<file path="config.mk">
export PLATFORM = sky130hd
export DESIGN_NAME = salc_set_update
export DESIGN_NICKNAME = d
export VERILOG_FILES = /design/src/design/salc_pkg.sv /design/src/design/salc_set_update.sv
export SDC_FILE = /design/constraint.sdc
export NUM_CORES = 1
export LEC_CHECK = 0
export BUFFER_PORTS_ARGS = -buffer_cell sky130_fd_sc_hd__buf_4
export CORE_AREA = 2 2 344 346
export DETAILED_ROUTE_END_ITERATION = 7
export DIE_AREA = 0 0 346 348
export PLACE_DENSITY_LB_ADDON = 0.2
export SETUP_SLACK_MARGIN = 0.3
export SYNTH_ARGS = -nofsm -noshare
export SYNTH_HDL_FRONTEND = slang
export SYNTH_SLANG_ARGS = --single-unit
</file>
<file path="constraint.sdc">
create_clock -name vclk -period 14.93
set_clock_uncertainty 0.05 [all_clocks]
set_input_delay 1.493 -clock vclk [all_inputs]
set_output_delay 1.493 -clock vclk [all_outputs]
set_load 0.01 [all_outputs]
</file>
<file path="src/design/salc_pkg.sv">
// ============================================================================
// salc_pkg
// Shared constants, types and codes for the set-associative LRU cache model.
// ============================================================================
package salc_pkg;

  localparam int MAX_SET_BITS   = 6;
  localparam int WAYS           = 8;
  localparam int ADDR_BITS      = 48;
  localparam int MAX_BLOCK_BITS = 16;

  localparam int NUM_SETS  = 1 << MAX_SET_BITS;
  localparam int SET_W     = (MAX_SET_BITS > 0) ? MAX_SET_BITS : 1;
  localparam int AGE_W     = (WAYS > 1) ? $clog2(WAYS) : 1;
  localparam int AGE_MAX   = WAYS - 1;
  localparam int WAY_IDX_W = (WAYS > 1) ? $clog2(WAYS) : 1;
  localparam int WAY_CNT_W = $clog2(WAYS + 1);
  localparam int CNT_W     = 32;
  localparam int SHIFT_W   = 6;

  // access kinds
  localparam logic [1:0] MODE_LOAD   = 2'd0;
  localparam logic [1:0] MODE_STORE  = 2'd1;
  localparam logic [1:0] MODE_MODIFY = 2'd2;

  // configuration register indexes
  localparam logic [1:0] CFG_SET_BITS   = 2'd0;
  localparam logic [1:0] CFG_BLOCK_BITS = 2'd1;
  localparam logic [1:0] CFG_WAYS_USED  = 2'd2;

  // one set of the tag store
  typedef struct packed {
    logic [WAYS-1:0]                valid;
    logic [WAYS-1:0][ADDR_BITS-1:0] tag;
    logic [WAYS-1:0][AGE_W-1:0]     age;
  } row_t;

  // per-access outcome
  typedef struct packed {
    logic [1:0] hits;
    logic       missed;
    logic       evicted;
  } res_t;

  typedef enum logic {
    ST_IDLE,
    ST_LOOK
  } state_t;

endpackage

</file>
<file path="src/design/salc_set_update.sv">
// ============================================================================
// salc_set_update
// Lookup, victim choice and LRU rank update for one set row.
// ============================================================================
module salc_set_update
  import salc_pkg::*;
(
  input  row_t                 row_i,
  input  logic [ADDR_BITS-1:0] tag_i,
  input  logic [WAY_CNT_W-1:0] ways_i,
  input  logic                 modify_i,
  output row_t                 row_o,
  output res_t                 res_o
);

  logic [WAYS-1:0]      in_use;
  logic [WAYS-1:0]      match;
  logic                 hit;
  logic                 has_idle;
  logic [WAY_IDX_W-1:0] hit_way;
  logic [WAY_IDX_W-1:0] idle_way;
  logic [WAY_IDX_W-1:0] victim;
  logic [AGE_W-1:0]     victim_age;
  logic [WAY_IDX_W-1:0] sel_way;
  logic                 was_valid;
  logic [AGE_W-1:0]     old_age;

  always_comb begin
    hit_way    = '0;
    idle_way   = '0;
    victim     = '0;
    victim_age = '0;
    has_idle   = 1'b0;
    for (int i = 0; i < WAYS; i++) begin
      in_use[i] = WAY_CNT_W'(i) < ways_i;
      match[i]  = in_use[i] && row_i.valid[i] && (row_i.tag[i] == tag_i);
    end
    hit = |match;
    // lowest matching way wins
    for (int i = WAYS - 1; i >= 0; i--) begin
      if (match[i]) begin
        hit_way = WAY_IDX_W'(i);
      end
    end
    // highest free way, and lowest way of greatest age
    for (int i = 0; i < WAYS; i++) begin
      if (in_use[i]) begin
        if (!row_i.valid[i]) begin
          has_idle = 1'b1;
          idle_way = WAY_IDX_W'(i);
        end else if (i == 0 || row_i.age[i] > victim_age) begin
          victim     = WAY_IDX_W'(i);
          victim_age = row_i.age[i];
        end
      end
    end
    sel_way   = hit ? hit_way : (has_idle ? idle_way : victim);
    was_valid = hit || !has_idle;
    old_age   = row_i.age[sel_way];

    row_o = row_i;
    for (int i = 0; i < WAYS; i++) begin
      if (in_use[i] && row_i.valid[i] && (WAY_IDX_W'(i) != sel_way) &&
          (!was_valid || row_i.age[i] < old_age) &&
          (row_i.age[i] < AGE_W'(AGE_MAX))) begin
        row_o.age[i] = row_i.age[i] + AGE_W'(1);
      end
    end
    row_o.age[sel_way] = '0;
    if (!hit) begin
      row_o.tag[sel_way]   = tag_i;
      row_o.valid[sel_way] = 1'b1;
    end

    res_o.hits    = {hit & modify_i, hit ^ modify_i};
    res_o.missed  = !hit;
    res_o.evicted = !hit && !has_idle;
  end

endmodule

</file>
==> flow_metrics.env, run 1 <==
export IMPL_hold_class="in -> out"
export IMPL_cp_common_cell="ha_1"
export IMPL_avgViaCountPerCell=4.56
export IMPL_totalWireLength_um=147000
export IMPL_hold_violations=0
export IMPL_die_y_um=348
export IMPL_n_clock_buffer=0
export IMPL_worst_path_max_fanout=9
export IMPL_slowest_delay_ps=530
export IMPL_dp_cells=4007
export IMPL_rsz0062_at_grt="false"
export IMPL_start_kind="input port"
export IMPL_syn_num_nets=2203
export IMPL_num_rows=126
export IMPL_grt_pass1_wl_um=184000
export IMPL_n_sequential_cell=0
export IMPL_start_util_pct=11.4
export IMPL_netlist_instances=1696
export IMPL_place_congestion=0.904
export IMPL_critPathArrivalTime_ps=12500
export IMPL_fmax_mhz=71.2
export IMPL_grtUsageTotal_pct=23.0
export IMPL_dr_first_iter_drc_count=1783
export IMPL_drive_above_1_share_pct=55.5
export IMPL_worst_slew_pin_slew_ps=1150
export IMPL_die_x_um=346
export IMPL_drc=0
export IMPL_outcome="completed"
export IMPL_regArea_um2=0
export IMPL_yosys_area_top_type="mux2_2"
export IMPL_crit_required_ps=13390
export IMPL_area_growth_syn_to_layout_pct=63.8
export IMPL_dp_hpwl_um=123000
export IMPL_cp_slowest_cell="o41a_1"
export IMPL_via_count=18400
export IMPL_final_cells=4032
export IMPL_detail_route_wl_per_cell_um=36.3
export IMPL_min_period_ps=14040
export IMPL_first_global_vias=17800
export IMPL_drtAntennaViolNets=0
export IMPL_setup_viol=0
export IMPL_grt_max_degree=54
export IMPL_setup_slack_ps=891
export IMPL_fin_util_pct=18.7
export IMPL_max_cap_viol_count=0
export IMPL_maxSlewHeadroom_pct=22.6
export IMPL_end_kind="output port"
export IMPL_synth_cell_types=89
export IMPL_critPathKind="in -> out"
export IMPL_period_share_pct=94.0
export IMPL_yosysSeqAreaShare_pct=0
export IMPL_syn_area_um2=13400
export IMPL_dp_worst_setup_slack_ps=-18.1
export IMPL_tns_ps=0
export IMPL_nets=2996
export IMPL_ys_warn_count=0
export IMPL_grt_overflow_total=0
export IMPL_first_pass_iters=5
export IMPL_ios=889
export IMPL_ys_top_cells_by_area="mux2_2 (30%), xnor2_1 (16%), xor2_1 (8.8%), nand4_1 (5.2%), buf_2 (3.9%)"
export IMPL_portBuffers=889
export IMPL_yosysTopAreaCellShare_pct=30.5
export IMPL_antenna_found_initial=39
export IMPL_die_area_um2=120000
export IMPL_drv_slew=0
export IMPL_syn_area_per_cell_um2=7.89
export IMPL_coreArea_um2=117000
## worst max-delay path, delay by kind of cell
kind | cells | cell delay (ps)
fa+ha+maj | 8 | 2220
buf+inv | 6 | 1010
simple gates | 16 | 2710
compound gates | 19 | 3390
mux | 5 | 1640
## cell families (layout without fill, tap and decap cells)
group                      Yosys count  count (layout)  share of synthesized area (%)
xor gates and xnor gates           376             376                           24.6
buffers and inverters              199             990                           7.07
adders and majority gates           38              38                           3.55
and+or+nand+nor                    491             491                           21.6
muxes                              384             384                           32.2
AOI/OAI and AO/OA                  208             208                           10.9
other                                0               9                              0
## per-stage QoR
| stage | hold slack (ps) | instance area (um2) |
|---|---|---|
| 2_1_floorplan | 3040 | 13400 |
| 3_3_place_gp | 3240 | 21600 |
| 3_5_place_dp | 3240 | 21600 |
| 4_1_cts | 3240 | 21700 |
| 5_1_grt | 3260 | 21900 |
| 6_report | 3240 | 21900 |
## worst paths after layout
path | from | end | slack (ps) | cells past startpoint
hold / removal | modify_i | res_o[2] | 3240 | 3
setup / recovery | ways_i[2] | row_o[16] | 890 | 54
## cell type report
type | count | area (um2)
fillers | 13500 | 95100
multi-input cells | 1497 | 12600
repair buffers | 943 | 7190
well taps | 1536 | 1920
inverters | 47 | 176
diodes | 9 | 22.5
## cell usage after synthesis, types with 26 or more instances
cell	count
a21oi_1	46
buf_2	104
clkbuf_1	36
ha_1	38
inv_1	46
mux2_2	362
nand2_1	72
nand3_1	27
nand4_1	112
nor2_1	57
nor2b_1	26
nor4_1	70
o21ai_0	39
xnor2_1	241
xor2_1	135
## placed cells by master, fill, tap and decap left out, types with 37 or more instances in the layout
cell type,netlist,routed
a21oi_1,46,44
nand2_1,72,68
nor2_1,57,52
xnor2_1,241,241
nand4_1,112,112
mux2_2,362,360
inv_1,46,46
nor4_1,70,69
ha_1,38,37
buf_4,5,933
xor2_1,135,135
## repair_timing
action,CTS,global route
hold buffers,0,0
buffers inserted,0,16
setup endpoints to repair,15,414
resized for setup,6,31
pin swaps,1,15
## per-layer routing
metal | track usage (%) | part of all wire (%) | wire (um)
met5 | 0 | 0.20 | 298
met1 | 29.7 | 43 | 62300
met2 | 37.2 | 45 | 65500
met3 | 5.89 | 8.7 | 12700
met4 | 7.00 | 3.9 | 5710
==> run 2: changes to the inputs <==
==> constraint.sdc (replaced) <==
create_clock -name vclk -period 13.2
set_clock_uncertainty 0.05 [all_clocks]
set_input_delay 1.32 -clock vclk [all_inputs]
set_output_delay 1.32 -clock vclk [all_outputs]
set_load 0.01 [all_outputs]
==> flow_metrics.env, run 2 (same netlist as run 1, synthesis figures left out) <==
export IMPL_critPathKind="in -> out"
export IMPL_cp_common_cell="buf_4"
export IMPL_critPathArrivalTime_ps=11790
export IMPL_crit_end="row_o[4]"
export IMPL_final_cell_area_um2=23900
export IMPL_max_cap_viol_count=0
export IMPL_start_kind="input port"
export IMPL_drc=0
export IMPL_placed_area_um2=22600
export IMPL_avgViaCountPerCell=4.54
export IMPL_ios=889
export IMPL_first_pass_iters=5
export IMPL_hold_violations=0
export IMPL_portBuffers=889
export IMPL_fmax_mhz=76.0
export IMPL_min_period_ps=13160
export IMPL_slowest_delay_ps=530
export IMPL_nets=3128
export IMPL_outcome="completed"
export IMPL_n_clock_buffer=0
export IMPL_cp_slowest_cell="or4b_1"
export IMPL_die_y_um=348
export IMPL_end_kind="output port"
export IMPL_place_congestion=0.909
export IMPL_crit_required_ps=11830
export IMPL_drtAntennaViolNets=0
export IMPL_rsz0062_at_grt="true"
export IMPL_crit_start="ways_i[3]"
export IMPL_grt_max_degree=50
export IMPL_die_x_um=346
export IMPL_final_common_cell="buf_4"
export IMPL_area_growth_syn_to_layout_pct=78.6
export IMPL_drv_slew=0
export IMPL_grt_pass1_wl_um=184000
export IMPL_num_rows=126
export IMPL_detail_route_wl_per_cell_um=35.9
export IMPL_first_global_vias=18600
export IMPL_hold_class="in -> out"
export IMPL_via_count=18900
export IMPL_maxSlewHeadroom_pct=18.6
export IMPL_period_share_pct=99.7
export IMPL_totalWireLength_um=150000
export IMPL_dr_first_iter_drc_count=1432
export IMPL_dp_hpwl_um=123000
export IMPL_drive_above_1_share_pct=61.2
export IMPL_worst_slew_pin_slew_ps=1210
export IMPL_worstSetupPathDepth=62
export IMPL_worst_hold_slack_ps=2890
export IMPL_setup_viol=0
export IMPL_worst_path_buf_inv=18
export IMPL_start_util_pct=11.4
export IMPL_grtUsageTotal_pct=22.9
export IMPL_grt_overflow_total=0
export IMPL_final_cell_mix="buf_4 (1025), mux2_2 (357), xnor2_1 (241), xor2_1 (135), nand4_1 (112)"
export IMPL_regArea_um2=0
export IMPL_cts_hold_buffers=0
export IMPL_final_cells=4170
export IMPL_n_sequential_cell=0
export IMPL_dp_cells=4102
export IMPL_antenna_found_initial=44
export IMPL_die_area_um2=120000
export IMPL_coreArea_um2=117000
export IMPL_worst_path_max_fanout=6
export IMPL_crit_family="compound AO/OA/AOI/OAI gates"
-- run 2: changes by cell type in the layout (fill, tap and decap cells not counted), moves of 8 or more --
cell and delta:
ha_1 -15, buf_12 +11, buf_4 +92, nor2_1 -9, nand2_1 -9, o21ai_0 -8
a21oi_2 +15, ha_4 +14, buf_6 +22, a21oi_1 -17, nand2_2 +8
-- run 2: timing repair --
action	CTS	global route
hold endpoints to repair	0	0
gates cloned	0	8
pin swaps	45	38
endpoints found under the setup margin	78	362
setup buffers	19	26
resized for setup	45	109
-- run 2: stage by stage --
step / TNS, ps / setup slack, ps / util, %
2_1_floorplan: 0 / 204 / -
3_3_place_gp: -990 / -138 / 19.3
3_5_place_dp: -3870 / -270 / 19.3
4_1_cts: 0 / 174 / 19.6
5_1_grt: -7510 / -418 / 20.4
6_report: 0 / 37.3 / 20.4
-- run 2: worst min path at each step --
stage                            end  startpoint  cells after the start  slack [ps]
after floorplan           row_o[410]  row_i[410]                      1        2700
final                       res_o[2]    modify_i                      3        2890
after CTS                   res_o[2]    modify_i                      3        2900
after global routing        res_o[2]    modify_i                      3        2910
after global placement      res_o[2]    modify_i                      3        2890
after detailed placement    res_o[2]    modify_i                      3        2900
-- run 2: final cells by class --
type	instances	area (um2)
antenna	15	37.5
fill	13400	93100
inverter	47	179
multi-input combinational	1497	13200
tap	1536	1920
timing repair buffer	1075	8540
-- run 2: per-layer routing --
| metal | part of all wire, % | GRT usage [%] |
|---|---|---|
| met4 | 3.9 | 7.17 |
| met3 | 9.9 | 7.40 |
| met2 | 44 | 36.9 |
| met5 | 0.33 | 0 |
| met1 | 42 | 28.8 |
==> run 3: changes to the inputs <==
--- a/config.mk
+++ b/config.mk
@@ -5,10 +5,11 @@
 export SDC_FILE = /design/constraint.sdc
 export NUM_CORES = 1
 export LEC_CHECK = 0
+export ABC_AREA = 1
 export BUFFER_PORTS_ARGS = -buffer_cell sky130_fd_sc_hd__buf_4
-export CORE_AREA = 2 2 344 346
+export CORE_AREA = 2 2 350 352
 export DETAILED_ROUTE_END_ITERATION = 7
-export DIE_AREA = 0 0 346 348
+export DIE_AREA = 0 0 352 354
 export PLACE_DENSITY_LB_ADDON = 0.2
 export SETUP_SLACK_MARGIN = 0.3
 export SYNTH_ARGS = -nofsm -noshare
==> constraint.sdc (replaced) <==
create_clock -name vclk -period 15.1
set_clock_uncertainty 0.05 [all_clocks]
set_input_delay 1.51 -clock vclk [all_inputs]
set_output_delay 1.51 -clock vclk [all_outputs]
set_load 0.01 [all_outputs]
==> flow_metrics.env, run 3 <==
export IMPL_outcome="completed"
export IMPL_slowest_delay_ps=350
export IMPL_drv_slew=0
export IMPL_hold_start="row_i[337]"
export IMPL_yosysMostFrequentCell="nand2_1"
export IMPL_start_kind="input port"
export IMPL_final_common_cell="nand2_1"
export IMPL_synth_common_cells="nand2_1 (1035), o21ai_0 (417), nor2_1 (402)"
export IMPL_totalWireLength_um=191000
export IMPL_critPathKind="in -> out"
export IMPL_synth_top_family_by_area="simple AND/OR/NAND/NOR gates"
export IMPL_grt_max_degree=100
export IMPL_grtUsageTotal_pct=29.1
export IMPL_ios=889
export IMPL_first_global_vias=23800
export IMPL_area_growth_syn_to_layout_pct=52.5
export IMPL_synthXorXnorAreaFrac_pct=14.7
export IMPL_ys_top_cells_by_area="nand2_1 (25%), o21ai_0 (14%), nor2_1 (9.8%), xnor2_1 (7.4%), xor2_1 (7.3%)"
export IMPL_die_x_um=352
export IMPL_maxSlewHeadroom_pct=29.7
export IMPL_hold_violations=0
export IMPL_placed_area_um2=23400
export IMPL_nets=4382
export IMPL_setup_viol=0
export IMPL_drtAntennaViolNets=0
export IMPL_dp_hpwl_um=154000
export IMPL_drive_above_1_share_pct=27.3
export IMPL_yosys_area_top_type="nand2_1"
export IMPL_dr_first_iter_drc_count=2651
export IMPL_rsz0062_at_grt="false"
export IMPL_worst_slew_pin_slew_ps=1050
export IMPL_start_util_pct=12.7
export IMPL_grt_overflow_total=0
export IMPL_regArea_um2=0
export IMPL_critPathArrivalTime_ps=12140
export IMPL_num_rows=128
export IMPL_whs_endpoint="row_o[337]"
export IMPL_dp_cells=5497
export IMPL_worst_hold_slack_ps=3280
export IMPL_period_share_pct=90.7
export IMPL_coreArea_um2=121000
export IMPL_netlist_instances=3114
export IMPL_ys_warn_count=0
export IMPL_final_cells=5518
export IMPL_max_cap_viol_count=0
export IMPL_avgViaCountPerCell=4.62
export IMPL_hold_class="in -> out"
export IMPL_final_cell_mix="nand2_1 (1033), buf_4 (921), o21ai_0 (413), nor2_1 (402), inv_1 (233)"
export IMPL_final_cell_area_um2=23500
export IMPL_yosysTopAreaCellShare_pct=25.3
export IMPL_worst_path_buf_inv=7
export IMPL_drc=0
export IMPL_hold_depth=4
export IMPL_portBuffers=889
export IMPL_fmax_mhz=73.0
export IMPL_yosys_area_share_simple_pct=52.5
export IMPL_n_clock_buffer=0
export IMPL_cp_slowest_cell="a41oi_2"
export IMPL_end_kind="output port"
export IMPL_tns_ps=0
export IMPL_worst_path_max_fanout=12
export IMPL_crit_required_ps=13540
export IMPL_antenna_found_initial=43
export IMPL_syn_area_per_cell_um2=4.94
export IMPL_first_pass_iters=7
export IMPL_cp_common_cell="nand2_1"
export IMPL_fillers=14500
export IMPL_via_count=25500
export IMPL_syn_num_nets=3621
export IMPL_die_area_um2=125000
export IMPL_grt_pass1_wl_um=241000
export IMPL_place_congestion=0.959
export IMPL_crit_family="simple AND/OR/NAND/NOR gates"
export IMPL_yosysSeqAreaShare_pct=0
export IMPL_detail_route_wl_per_cell_um=34.5
export IMPL_n_sequential_cell=0
export IMPL_multi_input_area_um2=13300
export IMPL_syn_area_um2=15400
export IMPL_min_period_ps=13700
export IMPL_synth_compound_area_share_pct=16.3
export IMPL_die_y_um=354
export IMPL_synth_cell_types=51
export IMPL_synth_adder_area_share_pct=3.09
export IMPL_synthMuxAreaShare_pct=0
run 3: cell families after synthesis:
family	count (synthesis)
simple gates	1883
compound gates	484
buf+inv	450
xor+xnor	259
fa+ha+maj	38
run 3: how the worst max path moves through the flow:
stage                   start        end  slack [ps]  cells after the start
finish              ways_i[3]  row_o[20]        1400                     73
global route        ways_i[3]  row_o[20]         250                     74
CTS                 ways_i[3]  row_o[20]         860                     71
detailed placement  ways_i[3]  row_o[20]         890                     71
global placement    ways_i[3]   row_o[5]         970                     72
floorplan           ways_i[3]   row_o[6]        2910                     72
run 3: metal layers:
metal  up-vias  GRT usage (%)  share of wire [%]
met5         -              0              0.069
met4        20           10.1                3.9
met3       224           4.81                7.3
met2      1467           47.5                 45
met1     12300           38.4                 43
li1      11500              -                  -
run 3: metrics by stage:
| stage | setup WS, ps | utilization, % |
|---|---|---|
| 4_1_cts | 861 | 19.3 |
| 5_1_grt | 252 | 19.4 |
| 3_5_place_dp | 893 | 19.3 |
| 2_1_floorplan | 2910 | - |
| 6_report | 1400 | 19.4 |
| 3_3_place_gp | 971 | 19.3 |
run 3: what timing repair did:
action                     4_1_cts  5_1_grt
hold buffers                     0        0
buffers inserted                 0        1
resized for setup                0        7
hold endpoints to repair         0        0
setup endpoints to repair        0      100
run 3: cell type report:
class,count,share of cell area [%]
inverter,286,4.60
multi-input combinational,2664,56.9
tap,1625,8.67
antenna,20,0.213
timing repair buffer,923,29.6
